===== src/rtl/core/fqs_pkg.sv =====
// Shared types, constants and helpers for the searchable FIFO queue.
`timescale 1ns / 1ps

package fqs_pkg;

  localparam int DEPTH  = 16;
  localparam int DATA_W = 32;
  localparam int OCC_W  = 5;
  localparam int IDX_W  = (DEPTH > 1) ? $clog2(DEPTH) : 1;
  localparam int CNT_W  = $clog2(DEPTH + 1);

  typedef enum logic [1:0] {
    OP_PUSH   = 2'd0,
    OP_POP    = 2'd1,
    OP_SEARCH = 2'd2,
    OP_FLUSH  = 2'd3
  } op_t;

  typedef enum logic [1:0] {
    ST_OK        = 2'd0,
    ST_POP_EMPTY = 2'd1,
    ST_PUSH_FULL = 2'd2
  } status_t;

  typedef enum logic [2:0] {
    S_IDLE,
    S_EXEC,
    S_POP_DATA,
    S_SCAN,
    S_EMIT
  } state_t;

  typedef struct packed {
    logic    cap;
    logic    res_init;
    status_t status;
    logic    push;
    logic    pop_rd;
    logic    flush;
    logic    scan_start;
    logic    scan_step;
    logic    set_value;
    logic    set_hit;
    logic    emit;
  } cmd_t;

  typedef struct packed {
    op_t  func;
    logic full;
    logic empty;
    logic match;
    logic scan_last;
    logic out_free;
  } sts_t;

  function automatic logic [IDX_W-1:0] ring_next(input logic [IDX_W-1:0] pos);
    logic [IDX_W-1:0] inc;
    inc = pos + IDX_W'(1);
    return (pos == IDX_W'(DEPTH - 1)) ? '0 : inc;
  endfunction

endpackage


===== src/rtl/core/fifo_queue_with_search.sv =====
// Top level of the searchable FIFO queue: controller plus datapath.
//
//   channel  direction  handshake              payload
//   in       input      in_valid / in_ready    in_func, in_value
//   out      output     out_valid / out_ready  out_value, out_hit, out_occupancy,
//                                              out_is_empty, out_status
//
// A new item is accepted only once the previous result has gone to the output register;
// a search compares n (at most DEPTH) entries in turn, up to a hit or the end,
// one at a time through the single read port of the entry store and one comparator.
// Reset (rst_n low, synchronous) empties the queue; no clearing pass is needed.
// A finished result sits in the output register while the next item is taken;
// a further result waits in the result registers until out_ready frees that register.
`timescale 1ns / 1ps

module fifo_queue_with_search (
  input  logic                              clk,
  input  logic                              rst_n,
  input  logic                              in_valid,
  output logic                              in_ready,
  input  logic [1:0]                        in_func,
  input  logic signed [fqs_pkg::DATA_W-1:0] in_value,
  output logic                              out_valid,
  input  logic                              out_ready,
  output logic signed [fqs_pkg::DATA_W-1:0] out_value,
  output logic                              out_hit,
  output logic [fqs_pkg::OCC_W-1:0]         out_occupancy,
  output logic                              out_is_empty,
  output logic [1:0]                        out_status
);

  fqs_pkg::cmd_t cmd;
  fqs_pkg::sts_t sts;

  fqs_ctrl u_ctrl (
    .clk      (clk),
    .rst_n    (rst_n),
    .in_valid (in_valid),
    .in_ready (in_ready),
    .sts      (sts),
    .cmd      (cmd)
  );

  fqs_dp u_dp (
    .clk           (clk),
    .rst_n         (rst_n),
    .cmd           (cmd),
    .sts           (sts),
    .in_func       (in_func),
    .in_value      (in_value),
    .out_valid     (out_valid),
    .out_ready     (out_ready),
    .out_value     (out_value),
    .out_hit       (out_hit),
    .out_occupancy (out_occupancy),
    .out_is_empty  (out_is_empty),
    .out_status    (out_status)
  );

  a_one_at_a_time: assert property (@(posedge clk) disable iff (!rst_n)
    in_valid && in_ready |=> !in_ready)
    else $error("item accepted while previous item still in progress");

  a_hit_needs_entries: assert property (@(posedge clk) disable iff (!rst_n)
    out_valid && out_hit |-> (out_status == fqs_pkg::ST_OK) && !out_is_empty)
    else $error("search hit reported on empty queue or with error status");

  a_pop_empty_result: assert property (@(posedge clk) disable iff (!rst_n)
    out_valid && (out_status == fqs_pkg::ST_POP_EMPTY) |-> out_is_empty && (out_value == '0))
    else $error("pop on empty returned data or non-empty queue");

  a_push_full_result: assert property (@(posedge clk) disable iff (!rst_n)
    out_valid && (out_status == fqs_pkg::ST_PUSH_FULL) |-> !out_is_empty && !out_hit)
    else $error("push on full reported with empty queue or hit");

endmodule


===== src/rtl/core/fqs_ctrl.sv =====
// Control state machine: sequences push, pop, search scan, flush and result hand-off.
`timescale 1ns / 1ps

module fqs_ctrl (
  input  logic          clk,
  input  logic          rst_n,
  input  logic          in_valid,
  output logic          in_ready,
  input  fqs_pkg::sts_t sts,
  output fqs_pkg::cmd_t cmd
);

  fqs_pkg::state_t state_r;
  fqs_pkg::state_t state_nxt;

  always_ff @(posedge clk) begin
    if (!rst_n) begin
      state_r <= fqs_pkg::S_IDLE;
    end else begin
      state_r <= state_nxt;
    end
  end

  always_comb begin
    state_nxt  = state_r;
    cmd        = '0;
    cmd.status = fqs_pkg::ST_OK;
    in_ready   = 1'b0;
    unique case (state_r)
      fqs_pkg::S_IDLE: begin
        in_ready = 1'b1;
        if (in_valid) begin
          cmd.cap   = 1'b1;
          state_nxt = fqs_pkg::S_EXEC;
        end
      end
      fqs_pkg::S_EXEC: begin
        cmd.res_init = 1'b1;
        state_nxt    = fqs_pkg::S_EMIT;
        unique case (sts.func)
          fqs_pkg::OP_PUSH: begin
            if (sts.full) begin
              cmd.status = fqs_pkg::ST_PUSH_FULL;
            end else begin
              cmd.push = 1'b1;
            end
          end
          fqs_pkg::OP_POP: begin
            if (sts.empty) begin
              cmd.status = fqs_pkg::ST_POP_EMPTY;
            end else begin
              cmd.pop_rd = 1'b1;
              state_nxt  = fqs_pkg::S_POP_DATA;
            end
          end
          fqs_pkg::OP_SEARCH: begin
            if (!sts.empty) begin
              cmd.scan_start = 1'b1;
              state_nxt      = fqs_pkg::S_SCAN;
            end
          end
          fqs_pkg::OP_FLUSH: begin
            cmd.flush = 1'b1;
          end
          default: ;
        endcase
      end
      fqs_pkg::S_POP_DATA: begin
        cmd.set_value = 1'b1;
        state_nxt     = fqs_pkg::S_EMIT;
      end
      fqs_pkg::S_SCAN: begin
        priority if (sts.match) begin
          cmd.set_hit = 1'b1;
          state_nxt   = fqs_pkg::S_EMIT;
        end else if (sts.scan_last) begin
          state_nxt = fqs_pkg::S_EMIT;
        end else begin
          cmd.scan_step = 1'b1;
        end
      end
      fqs_pkg::S_EMIT: begin
        if (sts.out_free) begin
          cmd.emit  = 1'b1;
          state_nxt = fqs_pkg::S_IDLE;
        end
      end
      default: state_nxt = fqs_pkg::S_IDLE;
    endcase
  end

endmodule


===== src/rtl/core/fqs_dp.sv =====
// Datapath: entry store, ring pointers, scan unit, result and output registers.
`timescale 1ns / 1ps

module fqs_dp (
  input  logic                         clk,
  input  logic                         rst_n,
  input  fqs_pkg::cmd_t                cmd,
  output fqs_pkg::sts_t                sts,
  input  logic [1:0]                   in_func,
  input  logic signed [fqs_pkg::DATA_W-1:0] in_value,
  output logic                         out_valid,
  input  logic                         out_ready,
  output logic signed [fqs_pkg::DATA_W-1:0] out_value,
  output logic                         out_hit,
  output logic [fqs_pkg::OCC_W-1:0]    out_occupancy,
  output logic                         out_is_empty,
  output logic [1:0]                   out_status
);

  localparam int IW = fqs_pkg::IDX_W;
  localparam int CW = fqs_pkg::CNT_W;
  localparam int DW = fqs_pkg::DATA_W;

  logic [DW-1:0]   mem [fqs_pkg::DEPTH];
  logic [DW-1:0]   rd_data_r;
  logic            rd_en;
  logic [IW-1:0]   rd_addr;

  fqs_pkg::op_t    func_r;
  logic [DW-1:0]   key_r;

  logic [IW-1:0]   head_r, head_nxt;
  logic [IW-1:0]   tail_r, tail_nxt;
  logic [CW-1:0]   count_r, count_nxt;
  logic [IW-1:0]   scan_ptr_r;
  logic [CW-1:0]   scan_left_r;

  logic [DW-1:0]   res_value_r;
  logic            res_hit_r;
  fqs_pkg::status_t res_status_r;

  logic            out_valid_r, out_valid_nxt;
  logic [DW-1:0]   out_value_r;
  logic            out_hit_r;
  logic [fqs_pkg::OCC_W-1:0] out_occ_r;
  logic            out_empty_r;
  fqs_pkg::status_t out_status_r;

  // single read port: head for pop and scan start, scan pointer while scanning
  assign rd_en   = cmd.pop_rd | cmd.scan_start | cmd.scan_step;
  assign rd_addr = cmd.scan_step ? scan_ptr_r : head_r;

  always_ff @(posedge clk) begin
    if (cmd.push) begin
      mem[tail_r] <= key_r;
    end
    if (rd_en) begin
      rd_data_r <= mem[rd_addr];
    end
  end

  always_comb begin
    head_nxt  = head_r;
    tail_nxt  = tail_r;
    count_nxt = count_r;
    priority if (cmd.flush) begin
      head_nxt  = '0;
      tail_nxt  = '0;
      count_nxt = '0;
    end else if (cmd.push) begin
      tail_nxt  = fqs_pkg::ring_next(tail_r);
      count_nxt = count_r + CW'(1);
    end else if (cmd.pop_rd) begin
      head_nxt  = fqs_pkg::ring_next(head_r);
      count_nxt = count_r - CW'(1);
    end else begin
    end
  end

  assign out_valid_nxt = cmd.emit ? 1'b1 : (out_ready ? 1'b0 : out_valid_r);

  always_ff @(posedge clk) begin
    if (!rst_n) begin
      head_r      <= '0;
      tail_r      <= '0;
      count_r     <= '0;
      out_valid_r <= 1'b0;
    end else begin
      head_r      <= head_nxt;
      tail_r      <= tail_nxt;
      count_r     <= count_nxt;
      out_valid_r <= out_valid_nxt;
    end
  end

  always_ff @(posedge clk) begin
    if (cmd.cap) begin
      func_r <= fqs_pkg::op_t'(in_func);
      key_r  <= in_value;
    end
    if (cmd.scan_start) begin
      scan_ptr_r  <= fqs_pkg::ring_next(head_r);
      scan_left_r <= count_r - CW'(1);
    end else if (cmd.scan_step) begin
      scan_ptr_r  <= fqs_pkg::ring_next(scan_ptr_r);
      scan_left_r <= scan_left_r - CW'(1);
    end
    if (cmd.res_init) begin
      res_value_r  <= '0;
      res_hit_r    <= 1'b0;
      res_status_r <= cmd.status;
    end
    if (cmd.set_value) begin
      res_value_r <= rd_data_r;
    end
    if (cmd.set_hit) begin
      res_hit_r <= 1'b1;
    end
    if (cmd.emit) begin
      out_value_r  <= res_value_r;
      out_hit_r    <= res_hit_r;
      out_occ_r    <= fqs_pkg::OCC_W'(count_r);
      out_empty_r  <= (count_r == '0);
      out_status_r <= res_status_r;
    end
  end

  assign sts.func      = func_r;
  assign sts.full      = (count_r == CW'(fqs_pkg::DEPTH));
  assign sts.empty     = (count_r == '0);
  assign sts.match     = (rd_data_r == key_r);
  assign sts.scan_last = (scan_left_r == '0);
  assign sts.out_free  = ~out_valid_r | out_ready;

  assign out_valid     = out_valid_r;
  assign out_value     = out_value_r;
  assign out_hit       = out_hit_r;
  assign out_occupancy = out_occ_r;
  assign out_is_empty  = out_empty_r;
  assign out_status    = out_status_r;

endmodule

===== config.mk =====
export PLATFORM = sky130hd
export DESIGN_NAME = fifo_queue_with_search
export DESIGN_NICKNAME = d
export VERILOG_FILES = /design/src/rtl/core/fqs_pkg.sv /design/src/rtl/core/fifo_queue_with_search.sv /design/src/rtl/core/fqs_ctrl.sv /design/src/rtl/core/fqs_dp.sv
export SDC_FILE = /design/constraint.sdc
export NUM_CORES = 1
export LEC_CHECK = 0
export ABC_AREA = 1
export BUFFER_PORTS_ARGS = -buffer_cell sky130_fd_sc_hd__buf_2
export CORE_UTILIZATION = 25
export CTS_BUF_LIST = sky130_fd_sc_hd__clkbuf_4 sky130_fd_sc_hd__clkbuf_8
export CTS_CLUSTER_SIZE = 24
export DETAILED_ROUTE_END_ITERATION = 12
export HOLD_SLACK_MARGIN = 0.1
export RECOVER_POWER = 100
export SLEW_MARGIN = 20
export SYNTH_ARGS = -nofsm -noshare
export SYNTH_HDL_FRONTEND = slang
export SYNTH_SLANG_ARGS = --single-unit

===== constraint.sdc =====
create_clock -name clk -period 3.5 [get_ports clk]
set_input_delay 0.7 -clock clk [delete_from_list [all_inputs] [get_ports clk]]
set_output_delay 0.7 -clock clk [all_outputs]
set_load 0.005 [all_outputs]

[Yosys cells after proc, flatten, opt, wreduce, memory -nomap -nowiden]
Memories as Yosys holds them, arrays and structs flattened. A register that Yosys moved wholly into a read port is not among the register bits.
Index checks and enable logic that the tools add are counted.
Word-level totals
  register bits after elaboration: 136
  memories: 1
  ROM bits: 0
  logic and storage cells: 101
  bits in writable memories: 512
  input bits: 38
  output and inout port bits: 43
  latch bits: 0
Operators by class
  $lt $le $gt $ge: 0
  bitwise operators: 6
  eq/ne operators: 15
  add/sub/neg operators: 6
  div/mod/pow operators: 0
  shift operators: 0
  multiplexer cells: 45
  reductions and logical operators: 11
  multipliers: 0
Memory list
  u_dp.mem: words 16, bits a word 32, rd ports 1, clocked after Yosys merged registers in 1, write ports 1, line fqs_dp.sv:24  | logic [DW-1:0] mem [fqs_pkg::DEPTH];
Operator list (number)
  two-way mux 32 bit: 2
  == test 32 bit: 1
  two-way mux 4 bit: 6
  two-way mux 1 bit: 22
  two-way mux 5 bit: 4
  two-way mux 3 bit: 6
  one-hot mux 3 bit (5 select lines): 1
  adder 4 x 1 -> 4 bit (second input constant): 3
  == test 4 bit (second input constant): 3
  zero test 5 bit: 2
  subtractor 5 x 1 -> 5 bit (second input constant): 2
  nonzero test 2 bit: 4
  two-way mux 7 bit: 1
  == test 3 x 2 -> 1 bit (second input constant): 2
  one-hot mux 3 bit (2 select lines): 1
  adder 5 x 1 -> 5 bit (second input constant): 1
  == test 5 bit (second input constant): 1
  == test 2 bit (second input constant): 2
  inequality test 2 bit (second input constant): 2
  one-hot mux 2 bit (2 select lines): 1
  == test 3 x 1 -> 1 bit (second input constant): 1
  == test 3 bit (second input constant): 1
  zero test 3 bit: 1
  inequality test 3 bit (second input constant): 1
  other kinds (8): 12

[Depth between registers and ports, before layout]
Gate-level depths: netlist (run 1).
  depth after elaboration: 6
  depth in mapped cells: 18
  mapped depth without buffers: 16

[By module]
Synthesis (run 1) repeated with hierarchy kept, for this count alone.
Unflattened totals
  cells, all modules: 2606
  area total of the unflattened synthesis: 29180.5 um^2
Modules (own cells, without submodules)
  fqs_dp: seq. area each 20179.4 um^2, cells each 2545, times used 1, area an instance 28810.1 um^2
  fqs_ctrl: seq. area each 60.1 um^2, cells each 61, times used 1, area an instance 370.4 um^2

[Worst setup path before layout (run 1)]
No wires, ideal clock.
  kind: reg2reg
  start point: register u_dp.count_r[0]
  end point: memory u_dp.mem[11][0] (netlist bit), enable pin
  buffers on the path: 0
  library setup time: 0.421 ns
  stages on the path, launching flop included: 10
  arrival time: 2.805 ns
  required time: 3.079 ns
  setup slack: 0.274 ns
  period minus slack after synthesis: 3.226 ns
  cell sequence: dfxtp_1 > inv_1 > ha_1 > nand2_1 > nor2_1 > nor3_4 > inv_2 > nor2_1 > nand2_1 > nor2_1
On the way
  longest elaborated chain between the ends: 6
RTL lines
  start: declaration: line fqs_dp.sv:34  | logic [CW-1:0] count_r, count_nxt;
  start signal: assignment: line fqs_dp.sv:91  | count_r <= count_nxt;
  == test 5 bit: line fqs_dp.sv:129  | assign sts.full = (count_r == CW'(fqs_pkg::DEPTH));
  two-way mux 1 bit: line fqs_ctrl.sv:42  | if (sts.full) begin
  two-way mux 1 bit: line fqs_ctrl.sv:40  | unique case (sts.func)
  two-way mux 7 bit: line fqs_ctrl.sv:29  | unique case (state_r)
  two-way mux 1 bit: line fqs_dp.sv:54  | if (cmd.push) begin
  two-way mux 1 bit (not written as such): line fqs_dp.sv:55  | mem[tail_r] <= key_r;
  end: declaration: line fqs_dp.sv:24
Every way passes these cells.

[Worst setup path in the final report (run 1)]
  start point: register u_dp.key_r[16]
  end point: register u_dp.rd_data_r[19] (read register of u_dp.mem), enable pin
On the way
  longest elaborated chain between the ends: 4
  elaborated cells on any way between the ends: 5
  classes of those cells: 1 x eq/ne; 3 x mux; 1 x bitwise
RTL lines
  start: declaration: line fqs_dp.sv:30  | logic [DW-1:0] key_r;
  start signal: assignment: line fqs_dp.sv:99  | key_r <= in_value;
  == test 32 bit: line fqs_dp.sv:131  | assign sts.match = (rd_data_r == key_r);
  two-way mux 1 bit: line fqs_ctrl.sv:73  | priority if (sts.match) begin
  two-way mux 1 bit: line fqs_ctrl.sv:29
  bitwise OR 1 bit: line fqs_dp.sv:50  | assign rd_en = cmd.pop_rd | cmd.scan_start | cmd.scan_step;
  named net u_dp.rd_en: line fqs_dp.sv:26  | logic rd_en;
  end: declaration: line fqs_dp.sv:25  | logic [DW-1:0] rd_data_r;
The timed path passes the listed nets, and every way through them passes these cells.
A chain may end at the register's enable or synchronous reset.

==> results of run 1 <==
-- worst max path at each step --
stage / startpoint / to / slack (ns) / depth (start not counted)
CTS: u_dp.key_r[16] / u_dp.rd_data_r[21] / 0.26 / 15
global route: u_dp.key_r[16] / u_dp.rd_data_r[8] / 0.03 / 15
finish: u_dp.key_r[16] / u_dp.rd_data_r[19] / 0.17 / 9
global placement: u_dp.key_r[16] / u_dp.rd_data_r[14] / 0.35 / 15
floorplan: u_dp.count_r[0] / u_dp.mem[11][0] / 0.27 / 9
detailed placement: u_dp.key_r[16] / u_dp.rd_data_r[18] / 0.29 / 15
-- layout by cell type, fill, tap and decap left out, types with 3 or more instances in the layout --
master	count
clkbuf_4	54
xnor2_1	28
a21oi_1	13
clkinv_1	25
buf_12	21
nand2_1	457
o21ai_0	17
clkbuf_8	121
inv_2	8
o21ai_4	3
buf_2	36
inv_1	589
nor2_4	14
o211ai_1	3
buf_4	10
nor2_1	68
clkinv_2	13
xor2_1	8
clkbuf_1	75
nor3_1	6
nand3_1	620
dfxtp_1	18
nand2_4	3
bufinv_16	3
edfxtp_1	662
clkbuf_2	14
ha_1	15
-- cell families (layout without fill, tap and decap cells) --
kind of cell	Yosys count	after routing	share of synthesized area, %
flops	680	680	69.42
buf+inv	721	977	9.866
fa+ha+maj	15	15	0.6437
other cells	0	2	0
compound gates	44	44	0.8969
simple gates	1180	1180	18.05
mux	1	1	0.03862
xor+xnor	36	36	1.081
-- layout make-up --
cell class / instances / area (sq um) / share of cell area [%]
Sequential cell: 680 / 20240 / 59.50
Multi-Input combinational cell: 1276 / 6220 / 18.29
Inverter: 597 / 2241 / 6.588
Clock buffer: 164 / 1988 / 5.845
Tap cell: 1512 / 1892 / 5.562
Timing Repair Buffer: 171 / 1139 / 3.347
Clock inverter: 45 / 290.3 / 0.8534
Antenna cell: 2 / 5.005 / 0.01471
-- registers in the layout (all words and copies together) (netlist names) --
name                flops
u_dp.mem              512
u_dp.count_r            5
u_dp.out_valid          1
u_dp.res_value_r       32
u_dp.out_occupancy      5
u_dp.func_r             2
u_dp.tail_r             4
u_dp.out_hit            1
u_dp.scan_left_r        5
u_dp.out_is_empty       1
u_dp.res_status_r       2
u_dp.head_r             4
u_dp.key_r             32
u_dp.out_status         2
u_dp.res_hit_r          1
u_dp.rd_data_r         32
u_dp.out_value         32
u_ctrl.state_r          3
u_dp.scan_ptr_r         4
-- metal layers --
layer  up-vias  share of wire (%)  wire length [microns]  global-route usage (%)
met5         -              0.035                     27                       0
met4         4                2.2                   1757                   4.296
met3       127                7.3                   5747                   2.371
met2       729                 45                  35390                   20.48
met1      9368                 45                  35270                   18.33
li1       9137                  -                      -                       -
-- synthesized netlist by cell type, drive strengths merged, types with 8 or more instances --
| cell | instances |
|---|---|
| edfxtp | 662 |
| buf | 97 |
| dfxtp | 18 |
| xor2 | 8 |
| ha | 15 |
| a21oi | 13 |
| nand3 | 623 |
| nor2 | 82 |
| xnor2 | 28 |
| nor3 | 8 |
| nand2 | 463 |
| o21ai | 20 |
| clkbuf | 27 |
| inv | 597 |
-- power groups by stage --
| stage | Combinational, mW | Clock (mW) | Sequential (mW) |
|---|---|---|---|
| 5_1_grt | 1.24 | 7.50 | 9.46 |
| 3_3_place_gp | 1.17 | 0 | 9.60 |
| 3_5_place_dp | 1.18 | 0 | 9.60 |
| 2_1_floorplan | 0.602 | 0 | 9.62 |
| 4_1_cts | 1.19 | 7.17 | 9.44 |
| 6_report | 1.12 | 7.01 | 9.45 |
-- repair_timing --
action	in CTS	in global routing
buffers inserted	0	0
hold buffers	1	0
hold endpoints to repair	1	0
==> metrics.md, run 1 <==
| Metric | Value |
|---|---|
| Outcome | complete, but fails checks |
| Violated checks | capacitance limit, slew limit |
| CP top delay family | simple AND/OR/NAND/NOR gates |
| Hold endpoint | u_dp.key_r[25] |
| Peak VDD IR | 295.6 uV |
| TritonCTS clock tree | yes |
| Slack of the worst reg-to-reg path | roughly 0.17 ns |
| Tot Pwr | around 18 mW |
| Leading post-synthesis cells by cell area | edfxtp_1 (68%), nand3_1 (11%), inv_1 (7.6%) |
| Slowest stage delay, CP | 0.73 ns |
| Final Hold Vio Count | 0 |
| Fin worst setup slack | 0.1733 ns |
| Synthesized cell area | 0.02916 sq mm |
| Fmax | 300.6 MHz |
| Die Wd | approximately 340 microns |
| Antenna viol nets, final | 0 |
| Max_cap viols | 4 |
| Flops & latches, synth | 680 |
| R2R cell count | 9 |
| Async set or reset register ratio after synthesis | 0% |
| Critical Path Sink Type | flop |
| EDFF count, synth | 662 |
| Reg2reg start | u_dp.key_r[16] |
| Min cycle time layout | around 3.3 ns |
| Fin cells | roughly 4400 |
| Post-DP Area | approximately 0.032 sq mm |
| Die ar. | 0.1180 sq mm |
| Power Density | 516.6 mW/mm^2 |
| Routed wire per std cell | around 18 microns |
| Sw Pwr | 4.101 mW |
| Syn nets | between 2000 and 3000 |
| Startpoint types | flop |
| Number of I/O port buffers | 80 |
| Crit Path Max Fanout | 24 |
| Placeable Area | between 0.1 and 0.15 sq mm |
| P_int | 13.47 mW |
| First-pass GRT wire length | between 100000 and 150000 microns |
| RePlAce Congestion | 0.7857 |
| Sequential share of power | 53.8% |
| Initial cell density of the core | around 25% |
| Final core utilization | between 20 and 30% |
| Fin Setup TNS | 0 ns |
| DRC | 0 |
| Gr ovfl total | 0 |
| Number of global-route vias before repair | 18570 |
| Pre-CTS WS | between 0.2 and 0.3 ns |
| Logic pwr share | 6.4% |
| Initial antenna violation count | 7 |
| Relative slew slack | -48.05% |
| Initial DRC Count | 1866 |
| Row cnt | approximately 120 |
| Post-CTS sizing | 0 |
| Pleak | between 10 and 15 nW |
| Clk_lat worst skew | between 0.7 and 0.8 ns |
| Synth Instances | approximately 2700 |
| Vias per inst | 4.355 |
| Min-Delay Path Class | in2reg |
| Die Ht | 343.5 microns |
| Hold Crit Start | in_value[25] |
| Dpl hpwl | 44310 microns |
| Reg clk slew, reported paths | approximately 0.060 ns |
| CP max stage cell | edfxtp_1 |
| WP buf/inv | 1 |
| Switching part of the total | 23.34% |
| Clock Power Share | 39.9% |
| Avg Synthesized Cell Area | 10.89 sq um |
| # setup viols final | 0 |
| Pin slew with the least headroom to its limit | roughly 2.2 ns |
| H-tree depth | 3 |
| Post-route clock period utilization | 95.05% |
| Layout cells sized above 1 | a little over a tenth |
| Yosys top cell area share | 68.18% |
| Max Clock Skew | 0.06086 ns |
| Final Cell Area | 0.03401 sq mm |
| Synth unique cells | 36 |
| Root Buffer | clkbuf_8 |
| Cells after DPL | approximately 4200 |
| Hold Crit Depth | 1 |
| Final hold slack | 0.1580 ns |
| Unrepaired setup endpoints after global routing | false |
| Global router's overall resource usage | a little over an eighth |
| # fillers | 11670 |
| Final layout net count | 2893 |
| Worst-path cell chain | xnor2_1 > nand2_1 > nor2_1 > nand2_1 > nor2_1 > nand2_2 > nand2_4 > nand3_2 > clkbuf_4 |
| Ys Warns | 0 |
| Arrival @ worst endpoint | 3.65 ns |
| Synth Flop Type | edfxtp_1 |
| Worst r2r dst | u_dp.rd_data_r[19] |
| Io pins | between 80 and 90 |
| CTS sink cnt | 680 |
| Category of the most critical setup path | reg2reg |
| Largest area contributor in the netlist | edfxtp_1 |
| Total iterations of the first detailed-routing run | 5 |
| Vias | 19370 |
| Sequential share of the synthesized area | ~70% |
| WP data required | 3.82 ns |
| Pin count of the biggest net entering global routing | approximately 100 |
| Clk buf depth | 3 |
| Drt total wl | 78190 microns |
| Final Max Slew Viols | 99 |
| CTS Buf Count | 114 |
| Syn-to-layout area delta | 16.66% |
Note: power is estimated with default switching activity, not from simulation.
==> run 2: changes to the inputs <==
--- a/config.mk
+++ b/config.mk
@@ -16,4 +16,5 @@
 export SLEW_MARGIN = 20
 export SYNTH_ARGS = -nofsm -noshare
 export SYNTH_HDL_FRONTEND = slang
+export SYNTH_HIERARCHICAL = 1
 export SYNTH_SLANG_ARGS = --single-unit
==> metrics.md, run 2 <==
| Metric | Value |
|---|---|
| Outcome | complete, but fails checks |
| Violated checks | capacitance limit, slew limit |
| Category of the most critical setup path | reg2reg |
| Relative slew slack | -28.96% (+19 points) |
| Syn-to-layout area delta | 17.31% |
| # fillers | 11740 (+0.62%) |
| Crit Path Max Fanout | 16 (-33%) |
| Placeable Area | 0.1150 sq mm (unchanged) |
| Fmax | 299.0 MHz (-0.53%) |
| RePlAce Congestion | 0.8120 (+3.3%) |
| Most flop-heavy register | u_dp/mem |
| Global router's overall resource usage | 13.49% (+0.37 points) |
| Clk buf depth | 3 (unchanged) |
| Most frequent cell after synthesis | edfxtp_1 |
| Max reg flops | 512 (unchanged) |
| Flops & latches, synth | 680 (unchanged) |
| Max_cap viols | 3 (-1) |
| Fin Setup TNS | 0 ns (unchanged) |
| Routed wire per std cell | 18.26 microns (+3.9%) |
| Pin count of the biggest net entering global routing | 65 (-37%) |
| Synth Flop Type | edfxtp_1 |
| Peak VDD IR | 276.1 uV (-6.6%) |
| Post-route clock period utilization | 95.55% (+0.51 points) |
| Power Density | 490.1 mW/mm^2 (-5.1%) |
| Initial antenna violation count | 6 (-1) |
| Gr ovfl total | 0 (unchanged) |
| Final Hold Vio Count | 0 (unchanged) |
| Vias per inst | 4.406 (+1.2%) |
| CTS sink cnt | 680 (unchanged) |
| # setup viols final | 0 (unchanged) |
| P_int | 12.97 mW (-3.7%) |
| Synthesized cell area | 0.02918 sq mm (about the same) |
| Vias | 19310 (-0.30%) |
| Startpoint types | flop |
| EDFF count, synth | 662 (unchanged) |
| Arrival @ worst endpoint | 3.80 ns (+0.15 ns) |
| Drt total wl | 80040 microns (+2.4%) |
| Clk_lat worst skew | 0.73 ns (about the same) |
| WP buf/inv | 3 (+2) |
| DRC | 0 (unchanged) |
| Antenna viol nets, final | 0 (unchanged) |
| Pleak | 13.59 nW (-1.6%) |
| Die ar. | 0.1181 sq mm (about the same) |
| Sw Pwr | 3.806 mW (-7.2%) |
| CP top delay family | simple AND/OR/NAND/NOR gates |
| Final hold slack | 0.1666 ns (+0.008616 ns) |
| Io pins | 81 (unchanged) |
| Syn nets | 2657 (-2.7%) |
| Pin slew with the least headroom to its limit | 1.934 ns (-0.2863 ns) |
| Sequential share of power | 55.6% (+1.8 points) |
| Commonest non-fill, non-tap cell in the layout | edfxtp_1 |
| Die Wd | 343.6 microns (about the same) |
| First-pass GRT wire length | 118800 microns (+2.2%) |
| Min-Delay Path Class | in2reg |
| H-tree depth | 3 (unchanged) |
| Post-synth top cells | edfxtp_1 (662), nand3_1 (620), inv_1 (523), nand2_1 (399), buf_2 (81) |
| Post-DP Area | 0.03258 sq mm (+1.5%) |
| Final core utilization | 29.78% (+0.19 points) |
| Worst-path cell chain | xor2_1 > nor2_1 > nand2_1 > nor2_1 > nand2_1 > nor2_1 > nor2_1 > nand2_4 > inv_1 > o21ai_4 > inv_1 > buf_4 > nand3_1 > nand2_1 |
| Final Cell Area | 0.03423 sq mm (+0.64%) |
| Min cycle time layout | 3.344 ns (+0.01768 ns) |
| Reg clk slew, reported paths | 0.06 ns (about the same) |
| Crit path top cell by count | nor2_1 |
| Final layout net count | 2835 (-2.0%) |
| Initial cell density of the core | 25.38% (about the same) |
| Root Buffer | clkbuf_8 |
| Post-CTS sizing | 0 (unchanged) |
| Critical Path Sink Type | flop |
| Switching part of the total | 22.69% (-0.65 points) |
| Avg Synthesized Cell Area | 11.20 sq um (+2.8%) |
| Post-CTS setup buffers | 0 (unchanged) |
| Dpl hpwl | 45070 microns (+1.7%) |
| Total iterations of the first detailed-routing run | 5 (unchanged) |
| Async set or reset register ratio after synthesis | 0% (unchanged) |
| Unrepaired setup endpoints after global routing | false |
| Row cnt | 124 (unchanged) |
| Clock Power Share | 39.6% (-0.3 points) |
| Sequential share of the synthesized area | 69.36% (about the same) |
| Layout cells sized above 1 | 11.26% (+0.42 points) |
| Die Ht | 343.6 microns (about the same) |
| Number of I/O port buffers | 80 (unchanged) |
| Final Max Slew Viols | 101 (+2.0%) |
| Largest area contributor in the netlist | edfxtp_1 |
| Ys Warns | 6 (+6) |
| Slowest stage delay, CP | 0.60 ns (-0.13 ns) |
| Synth unique cells | 39 (+8.3%) |
| Commonest non-fill, non-tap cells in the layout | edfxtp_1 (662), nand3_1 (619), inv_1 (524) |
| Logic pwr share | 4.8% (-1.6 points) |
| Yosys top cell area share | 68.12% (about the same) |
| WP data required | 3.96 ns (+0.14 ns) |
| Hold_buf cts | 0 (-1) |
| CP max stage cell | o21ai_4 |
| Initial DRC Count | 1879 (+0.70%) |
| TritonCTS clock tree | yes |
| Leading post-synthesis cells by cell area | edfxtp_1 (68%), nand3_1 (11%), inv_1 (6.7%) |
| Synth Instances | 2606 (-2.7%) |
| Number of global-route vias before repair | 18500 (-0.36%) |
| Max Clock Skew | 0.03743 ns (-0.02343 ns) |
| Fin worst setup slack | 0.1556 ns (-0.01768 ns) |
| Pre-CTS WS | 0.2492 ns (-0.03716 ns) |
| CTS Buf Count | 107 (-6.1%) |
run 2: through the flow:
step / instances / total power [mW]
floorplan: 2606 / 9.921
global placement: 4187 / 10.34
detailed placement: 4187 / 10.36
CTS: 4380 / 17.00
global route: 4381 / 17.38
finish: 4382 / 16.78
run 2: path summary, 6_finish.rpt:
kind                        startpoint            endpoint  slack, ns  depth (start not counted)
hold / removal            in_value[25]      u_dp/key_r[25]       0.17                          1
hold reg to reg   u_dp/res_value_r[24]  u_dp/out_value[24]       0.42                          0
setup / recovery    u_dp/rd_data_r[12]  u_dp/rd_data_r[19]       0.16                         14
setup reg to reg    u_dp/rd_data_r[12]  u_dp/rd_data_r[19]       0.16                         14
run 2: worst reg2reg max path, cell delays in order (launching register included):
cell and delay [ns]:
edfxtp_1 0.54, xor2_1 0.20, nor2_1 0.19, nand2_1 0.13, nor2_1 0.18, nand2_1 0.12
nor2_1 0.18, nor2_1 0.10, nand2_4 0.08, inv_1 0.10, o21ai_4 0.60, inv_1 0.21
buf_4 0.29, nand3_1 0.14, nand2_1 0.06
run 2: routing by layer:
layer / part of all wire (%) / global-route usage (%)
met5: 0.016 / 0
met4: 2.1 / 4.278
met3: 7.4 / 2.520
met2: 48 / 22.34
met1: 43 / 17.75
run 2: power groups by stage:
stage / Clock, mW / Sequential (mW) / Combinational, mW
2_1_floorplan: 0 / 9.54 / 0.378
5_1_grt: 7.15 / 9.35 / 0.884
3_3_place_gp: 0 / 9.50 / 0.849
6_report: 6.64 / 9.34 / 0.799
4_1_cts: 6.81 / 9.33 / 0.867
3_5_place_dp: 0 / 9.50 / 0.864
run 2: final cells by class:
class / instances / area, sq um / area share (%)
flip-flops and latches: 680 / 20240 / 59.12
multi-input cells: 1264 / 6419 / 18.75
inverters: 528 / 1982 / 5.790
well taps: 1512 / 1892 / 5.527
clock buffers: 139 / 1719 / 5.022
repair buffers: 203 / 1604 / 4.686
clock inverters: 54 / 371.6 / 1.086
diodes: 2 / 5.005 / 0.01462
run 2: logic make-up after synthesis:
logic type | after synthesis | share of synthesized area [%]
and+or+nand+nor | 1163 | 18.72
DFF | 680 | 69.36
buffers and inverters | 662 | 9.223
AOI/OAI and AO/OA | 48 | 0.9305
xor gates and xnor gates | 39 | 1.171
adders and majority gates | 13 | 0.5574
muxes | 1 | 0.03430
